### src/rtl/assert_macros.svh
// Concurrent assertion helpers, sampled on clk and off during rst.
`ifndef ASSERT_MACROS_SVH
`define ASSERT_MACROS_SVH

// Condition holds at every clock edge.
`define AST_HOLDS(label, cond, msg) \
  label: assert property (@(posedge clk) disable iff (rst) (cond)) else $error(msg);

// Antecedent implies consequent in the same cycle.
`define AST_IMPLIES(label, ante, cons, msg) \
  label: assert property (@(posedge clk) disable iff (rst) (ante) |-> (cons)) else $error(msg);

`endif

### src/rtl/efd_pkg.sv
package efd_pkg;

  // Default width of the little-endian length field, in bytes (1 to 4).
  localparam int LENGTH_FIELD_BYTES = 4;

  localparam logic [15:0] CRC_INIT = 16'hffff;
  localparam logic [15:0] CRC_POLY = 16'h1021;

  localparam logic [7:0] ESCAPE_RST = 8'd255;
  localparam logic [7:0] START_RST  = 8'd253;
  localparam logic [7:0] NOP_RST    = 8'd254;

  // Configuration register indexes.
  typedef enum logic [1:0] {
    CFG_ESCAPE = 2'd0,
    CFG_START  = 2'd1,
    CFG_NOP    = 2'd2
  } cfg_idx_t;

  // Result event codes.
  typedef enum logic [2:0] {
    EV_PAYLOAD    = 3'd0,
    EV_CRC_GOOD   = 3'd1,
    EV_CRC_BAD    = 3'd2,
    EV_BAD_ESCAPE = 3'd3,
    EV_SHORT      = 3'd4
  } event_t;

  // CRC-16-CCITT, one byte, MSB first.
  function automatic logic [15:0] crc_byte(input logic [15:0] crc, input logic [7:0] b);
    logic [15:0] c;
    c = crc ^ {b, 8'h00};
    for (int k = 0; k < 8; k++) begin
      if (c[15]) c = {c[14:0], 1'b0} ^ CRC_POLY;
      else       c = {c[14:0], 1'b0};
    end
    return c;
  endfunction

  // CRC after the escape byte alone, at the reset escape code.
  localparam logic [15:0] SEED_ESC_RST = crc_byte(CRC_INIT, ESCAPE_RST);

endpackage

### src/rtl/escaped_frame_deframer_crc16.sv
// A byte in the input register is stepped, and any result loaded, once the output register is free.
// Throughput: one wire byte per cycle while out_stall is low; the input register and the
// result register each hold one beat, with the per-byte CRC update and state step between them.
// Reset: synchronous rst returns to hunting, clears escape and counters, CRC to 0xffff,
// and restores escape 255, start 253, nop 254. Configuration is ready at all times.
`include "assert_macros.svh"

module escaped_frame_deframer_crc16 #(
  parameter int LENGTH_FIELD_BYTES = efd_pkg::LENGTH_FIELD_BYTES
) (
  input  logic       clk,
  input  logic       rst,
  // input byte channel
  input  logic       in_valid,
  output logic       in_stall,
  input  logic [7:0] wire_byte,
  // result channel
  output logic       out_valid,
  input  logic       out_stall,
  output logic [2:0] event_res,
  output logic [7:0] payload_byte,
  // configuration write channel
  input  logic       cfg_valid,
  output logic       cfg_ready,
  input  logic [1:0] cfg_index,
  input  logic [7:0] cfg_data
);

  localparam int LenW = 8 * LENGTH_FIELD_BYTES;
  localparam int CntW = (LENGTH_FIELD_BYTES > 1) ? $clog2(LENGTH_FIELD_BYTES) : 1;
  localparam logic [CntW-1:0] CntLast = CntW'(LENGTH_FIELD_BYTES - 1);

  typedef enum logic [1:0] {
    PH_HUNT    = 2'd0,
    PH_LENGTH  = 2'd1,
    PH_PAYLOAD = 2'd2,
    PH_CRC     = 2'd3
  } phase_t;

  // configuration
  logic [7:0]  escape_code, start_code, nop_code;
  logic [15:0] seed_esc, seed;

  // input register
  logic        in_q_valid;
  logic [7:0]  byte_q;

  // deframer state
  phase_t          phase, phase_next;
  logic            escape_pending, escape_pending_next;
  logic [15:0]     running_crc, running_crc_next;
  logic [CntW-1:0] field_count, field_count_next;
  logic            crc_count, crc_count_next;
  logic [7:0]      crc_lo, crc_lo_next;
  logic [LenW-1:0] payload_left, payload_left_next;

  // result register
  efd_pkg::event_t out_event;
  logic [7:0]      out_byte;

  // step outputs
  logic            res_valid;
  efd_pkg::event_t res_event;
  logic [7:0]      res_byte;
  logic            advance;
  logic [15:0]     crc_upd;
  logic            is_esc, is_start, is_nop;

  assign cfg_ready = 1'b1;
  assign advance   = in_q_valid && (!out_valid || !out_stall);
  assign in_stall  = rst || (in_q_valid && !advance);

  assign event_res    = out_event;
  assign payload_byte = out_byte;

  // Packet-start seed follows the current escape and start codes.
  assign seed = efd_pkg::crc_byte(seed_esc, start_code);

  assign crc_upd  = efd_pkg::crc_byte(running_crc, byte_q);
  assign is_esc   = (byte_q == escape_code);
  assign is_start = (byte_q == start_code);
  assign is_nop   = (byte_q == nop_code);

  // One deframer step for the byte in the input register.
  always_comb begin
    phase_next          = phase;
    escape_pending_next = escape_pending;
    running_crc_next    = running_crc;
    field_count_next    = field_count;
    crc_count_next      = crc_count;
    crc_lo_next         = crc_lo;
    payload_left_next   = payload_left;
    res_valid           = 1'b0;
    res_event           = efd_pkg::EV_PAYLOAD;
    res_byte            = 8'h00;

    if (phase == PH_HUNT) begin
      // hunt for escape then start
      if (is_esc) begin
        escape_pending_next = 1'b1;
      end else if (is_start && escape_pending) begin
        phase_next          = PH_LENGTH;
        escape_pending_next = 1'b0;
        running_crc_next    = seed;
        field_count_next    = '0;
        crc_count_next      = 1'b0;
        payload_left_next   = '0;
      end else begin
        escape_pending_next = 1'b0;
      end
    end else if (escape_pending && is_start) begin
      // reopen: short packet
      phase_next          = PH_LENGTH;
      escape_pending_next = 1'b0;
      running_crc_next    = seed;
      field_count_next    = '0;
      crc_count_next      = 1'b0;
      payload_left_next   = '0;
      res_valid           = 1'b1;
      res_event           = efd_pkg::EV_SHORT;
    end else if (escape_pending && is_nop) begin
      // drop escaped nop
      escape_pending_next = 1'b0;
      if (phase != PH_CRC) running_crc_next = crc_upd;
    end else if (escape_pending && !is_esc) begin
      // invalid escape: back to hunting
      escape_pending_next = 1'b0;
      phase_next          = PH_HUNT;
      field_count_next    = '0;
      crc_count_next      = 1'b0;
      res_valid           = 1'b1;
      res_event           = efd_pkg::EV_BAD_ESCAPE;
    end else if (!escape_pending && is_esc) begin
      // open an escape
      escape_pending_next = 1'b1;
      if (phase != PH_CRC) running_crc_next = crc_upd;
    end else begin
      // literal byte (plain, or escape-escape)
      escape_pending_next = 1'b0;
      if (phase != PH_CRC) running_crc_next = crc_upd;
      unique case (phase)
        PH_LENGTH: begin
          for (int i = 0; i < LENGTH_FIELD_BYTES; i++) begin
            if (field_count == CntW'(i)) payload_left_next[8*i +: 8] = payload_left[8*i +: 8] | byte_q;
          end
          if (field_count == CntLast) begin
            field_count_next = '0;
            crc_count_next   = 1'b0;
            phase_next       = (payload_left_next != '0) ? PH_PAYLOAD : PH_CRC;
          end else begin
            field_count_next = field_count + CntW'(1);
          end
        end
        PH_PAYLOAD: begin
          payload_left_next = payload_left - LenW'(1);
          if (payload_left_next == '0) begin
            phase_next     = PH_CRC;
            crc_count_next = 1'b0;
          end
          res_valid = 1'b1;
          res_event = efd_pkg::EV_PAYLOAD;
          res_byte  = byte_q;
        end
        PH_CRC: begin
          if (!crc_count) begin
            crc_lo_next    = byte_q;
            crc_count_next = 1'b1;
          end else begin
            crc_count_next = 1'b0;
            phase_next     = PH_HUNT;
            res_valid      = 1'b1;
            res_event      = ({byte_q, crc_lo} == running_crc) ? efd_pkg::EV_CRC_GOOD
                                                                : efd_pkg::EV_CRC_BAD;
          end
        end
        default: begin
          phase_next = phase;
        end
      endcase
    end
  end

  // Configuration registers and the CRC after the escape byte.
  always_ff @(posedge clk) begin
    if (rst) begin
      escape_code <= efd_pkg::ESCAPE_RST;
      start_code  <= efd_pkg::START_RST;
      nop_code    <= efd_pkg::NOP_RST;
      seed_esc    <= efd_pkg::SEED_ESC_RST;
    end else if (cfg_valid && cfg_ready) begin
      unique case (cfg_index)
        efd_pkg::CFG_ESCAPE: begin
          escape_code <= cfg_data;
          seed_esc    <= efd_pkg::crc_byte(efd_pkg::CRC_INIT, cfg_data);
        end
        efd_pkg::CFG_START: start_code <= cfg_data;
        efd_pkg::CFG_NOP:   nop_code   <= cfg_data;
        default: ;
      endcase
    end
  end

  // Input register: take a beat whenever the slot is free or draining.
  always_ff @(posedge clk) begin
    if (rst) begin
      in_q_valid <= 1'b0;
    end else if (in_valid && !in_stall) begin
      in_q_valid <= 1'b1;
    end else if (advance) begin
      in_q_valid <= 1'b0;
    end
  end

  always_ff @(posedge clk) begin
    if (in_valid && !in_stall) byte_q <= wire_byte;
  end

  // Deframer state: advance one byte per step.
  always_ff @(posedge clk) begin
    if (rst) begin
      phase          <= PH_HUNT;
      escape_pending <= 1'b0;
      running_crc    <= efd_pkg::CRC_INIT;
      field_count    <= '0;
      crc_count      <= 1'b0;
      payload_left   <= '0;
    end else if (advance) begin
      phase          <= phase_next;
      escape_pending <= escape_pending_next;
      running_crc    <= running_crc_next;
      field_count    <= field_count_next;
      crc_count      <= crc_count_next;
      payload_left   <= payload_left_next;
    end
  end

  always_ff @(posedge clk) begin
    if (advance) crc_lo <= crc_lo_next;
  end

  // Result register: load on a producing step, drop when taken.
  always_ff @(posedge clk) begin
    if (rst) begin
      out_valid <= 1'b0;
    end else if (advance && res_valid) begin
      out_valid <= 1'b1;
    end else if (!out_stall) begin
      out_valid <= 1'b0;
    end
  end

  always_ff @(posedge clk) begin
    if (advance && res_valid) begin
      out_event <= res_event;
      out_byte  <= res_byte;
    end
  end

  `AST_IMPLIES(a_payload_left_live, phase == PH_PAYLOAD, payload_left != '0, "payload phase with zero bytes left")
  `AST_IMPLIES(a_crc_event_phase, advance && res_valid && (res_event == efd_pkg::EV_CRC_GOOD || res_event == efd_pkg::EV_CRC_BAD), phase == PH_CRC, "crc verdict outside crc field")
  `AST_IMPLIES(a_no_overwrite, advance && res_valid, !out_valid || !out_stall, "result register overwritten while held")
  `AST_HOLDS(a_byte_zero, !out_valid || out_event == efd_pkg::EV_PAYLOAD || out_byte == 8'h00, "data byte set on a non-payload event")

endmodule
### config.mk
export PLATFORM = sky130hd
export DESIGN_NAME = escaped_frame_deframer_crc16
export DESIGN_NICKNAME = d
export VERILOG_FILES = /design/src/rtl/efd_pkg.sv /design/src/rtl/escaped_frame_deframer_crc16.sv
export VERILOG_INCLUDE_DIRS = /design/src /design/src/rtl
export SDC_FILE = /design/constraint.sdc
export NUM_CORES = 1
export LEC_CHECK = 0
export BUFFER_PORTS_ARGS = -buffer_cell sky130_fd_sc_hd__buf_2
export CORE_MARGIN = 2
export CORE_UTILIZATION = 52
export DETAILED_ROUTE_END_ITERATION = 12
export GPL_ROUTABILITY_DRIVEN = 1
export PLACE_DENSITY_LB_ADDON = 0.12
export RECOVER_POWER = 25
export SKIP_CTS_REPAIR_TIMING = 1
export SLEW_MARGIN = 10
export SYNTH_ARGS = -nofsm -noshare
export SYNTH_HDL_FRONTEND = slang
export SYNTH_SLANG_ARGS = --single-unit
### constraint.sdc
create_clock -name clk -period 6.2 [get_ports clk]
set_clock_uncertainty 0.05 [all_clocks]
set_input_delay 1.24 -clock clk [delete_from_list [all_inputs] [get_ports clk]]
set_output_delay 1.24 -clock clk [all_outputs]
set_load 0.02 [all_outputs]
==> impl_metrics.json <==
{
  "setup_violations": 0,
  "fillerInstances": 1222,
  "drc": 0,
  "dr.first_iter.drc_count": 722,
  "syn2layout_area_growth_pct": 10.2,
  "placed_area_sq_um": 7370,
  "clk_latency_ps": 420,
  "synth_cell_types": 75,
  "cts.clk_slew.worst_paths_ps": 60,
  "root_buffer": "clkbuf_16",
  "arrival_ps": 4720,
  "avgViaCountPerCell": 6.33,
  "p_int_mw": 1.46,
  "cap_violations": 0,
  "first_pass_iters": 5,
  "worstPathRequired_ps": 6450,
  "min_from": "seed_esc[13]",
  "period_needed_ps": 4460,
  "timing.rr.start": "byte_q[5]",
  "yosysSeqAreaShare": 0.370,
  "holdPathStages": 2,
  "synth.avg_cell_area_sq_um": 8.26,
  "seqPwrFrac": 0.433,
  "power_density_nw_per_um2": 242,
  "final_common_cell": "nand2_1",
  "p_clk_frac": 0.487,
  "startpoint_type": "register",
  "cts.htree.levels": 4,
  "clockBufferDepth": 2,
  "post-dp-hpwl_microns": 14300,
  "rows": 42,
  "dr_total_vias": 6702,
  "dieArea_sq_um": 14800,
  "post-route-util": 0.593,
  "async_reset_ff_frac": 0,
  "finalWirelength_microns": 20900,
  "hp-class": "register to register",
  "io_buffers": 35,
  "worstSetupEndpointType": "register",
  "crit_path_max_fanout": 21,
  "p_total_mw": 1.92,
  "ys_warn_count": 0,
  "synth_ff_type": "dfxtp_1",
  "layout_common_cells": "nand2_1 (108), dfxtp_1 (92), nor2_1 (77)",
  "min_to": "seed_esc[13]",
  "drv_slew": 0,
  "nNetsFinal": 900,
  "fmax_ghz": 0.224,
  "track_usage": 0.296,
  "synth_cells": 869,
  "slew_headroom": 0.226,
  "cts_tree": "done",
  "ios": 37,
  "ir_drop_v": 0.000174,
  "min_period_over_period": 0.720,
  "status": "finished, final reports clean",
  "rrSetupSlack_ps": 1740,
  "die_h_microns": 121,
  "path_class": "register to register",
  "syn_area_sq_um": 7180,
  "leakagePower_nw": 2.97,
  "start_util": 0.538,
  "rsz0062_at_grt": "false",
  "die_w_microns": 121,
  "grt_antenna_before_repair": 0,
  "antenna-diode-count": 0,
  "antenna_left": 0,
  "routed_wire_length_per_instance_microns": 19.8,
  "ff2ff_path_depth": 9,
  "cts_sinks": 119,
  "p_sw_frac": 0.236,
  "worst_pin_slew_ps": 1160,
  "cts_buffers": 17,
  "place_congestion": 0.912,
  "grt_pass1_vias": 6261,
  "grt_overflow": 0,
  "final_hold_viol_count": 0,
  "coreArea_sq_um": 13300,
  "combPwrFrac": 0.080,
  "drive_gt1_frac": 0.109,
  "final_area_sq_um": 7910,
  "tns_ps": 0,
  "synth_edf_count": 27,
  "rr_endpoint": "payload_left[17]",
  "grt_max_degree": 90,
  "power.switching_mw": 0.453,
  "grt_pass1_wl_microns": 33500,
  "ys_seq_elements": 119,
  "syn_nets": 900
}
-- area by class of cell --
type	instances	area, sq um	area share
clock inverters	3	40.0	0.00506
well taps	176	220	0.0278
inverters	18	67.6	0.00854
repair buffers	50	277	0.0350
clock buffers	29	510	0.0645
multi-input cells	663	4140	0.524
flip-flops and latches	119	2650	0.335
-- cells by family after synthesis --
logic type	after synthesis	share of synthesized area
AO/OA/AOI/OAI	204	0.195
XOR/XNOR	95	0.116
adder cells (fa/ha/maj)	8	0.0139
buffers and inverters	87	0.0558
flip-flops	119	0.370
multiplexers	6	0.00837
other	1	0.000522
AND/OR/NAND/NOR	349	0.241
-- state kept, by name, summed over array words and instances, names as in the netlist --
signal and count:
in_q_valid 1, phase 2, payload_byte 8, start_code 8, event_res 3, byte_q 8
escape_code 8, escape_pending 1, nop_code 8, running_crc 16, seed_esc 12, field_count 2
crc_count 1, out_valid 1, crc_lo 8, payload_left 32
-- how the worst max path moves through the flow --
stage,start,to,slack [ps],cells past startpoint
finish,byte_q[5],payload_left[17],1740,9
global route,byte_q[5],payload_left[17],1500,9
CTS,byte_q[2],payload_left[17],2140,8
detailed placement,byte_q[2],payload_left[17],2120,8
global placement,byte_q[2],payload_left[17],2380,8
floorplan,byte_q[1],event_res[0],2920,6
-- metrics by stage --
stage	hold WS, ps	std cells	setup WS (ps)
global route	429	1058	1500
global placement	394	1026	2380
CTS	410	1058	2140
floorplan	374	869	2920
detailed placement	402	1026	2120
finish	409	1058	1740
-- power by group through the flow --
stage	clock (mW)	sequential (mW)	combinational, mW
6_report	0.933	0.829	0.154
5_1_grt	0.977	0.830	0.170
4_1_cts	0.944	0.828	0.155
3_5_place_dp	0	0.844	0.154
3_3_place_gp	0	0.844	0.151
2_1_floorplan	0	0.834	0.119
-- critical path: stages, from the launching register on --
cell,delay [ps]
edfxtp_1,310
clkbuf_1,790
xnor2_1,230
nand4_1,130
nor4_1,680
o21ai_0,420
a21boi_2,950
buf_4,370
nor2_1,60
a2111oi_0,340
-- synth_stat cells (4+ instances only) --
| cell type | n | area [sq um] |
|---|---|---|
| a41o_1 | 4 | 40.0 |
| inv_1 | 18 | 67.6 |
| a21o_1 | 4 | 30.0 |
| a221oi_1 | 5 | 43.8 |
| nand3b_1 | 23 | 173 |
| o211ai_1 | 4 | 30.0 |
| o31ai_1 | 9 | 67.6 |
| a21oi_1 | 64 | 320 |
| buf_6 | 4 | 45.0 |
| nand2_1 | 108 | 405 |
| clkbuf_1 | 54 | 203 |
| o21a_1 | 5 | 37.5 |
| nor4_1 | 19 | 119 |
| nor2_1 | 78 | 293 |
| a211oi_1 | 21 | 158 |
| and2_1 | 10 | 62.6 |
| xnor2_1 | 67 | 587 |
| a31oi_1 | 10 | 62.6 |
| dfxtp_1 | 92 | 1840 |
| ha_1 | 8 | 100 |
| nor3_1 | 32 | 160 |
| mux2i_1 | 6 | 60.1 |
| o21ai_0 | 19 | 95.1 |
| xor2_1 | 28 | 245 |
| a211o_1 | 19 | 166 |
| a2111oi_0 | 6 | 52.6 |
| nand4_1 | 12 | 75.1 |
| or4_1 | 7 | 52.6 |
| nand3_1 | 30 | 150 |
| edfxtp_1 | 27 | 811 |
-- routing by layer --
layer | wire length, microns | track usage
met1 | 8870 | 0.382
met3 | 1620 | 0.0555
met2 | 9700 | 0.476
met5 | 0 | 0
met4 | 710 | 0.146
No activity file was read; power rests on OpenSTA's default activity.
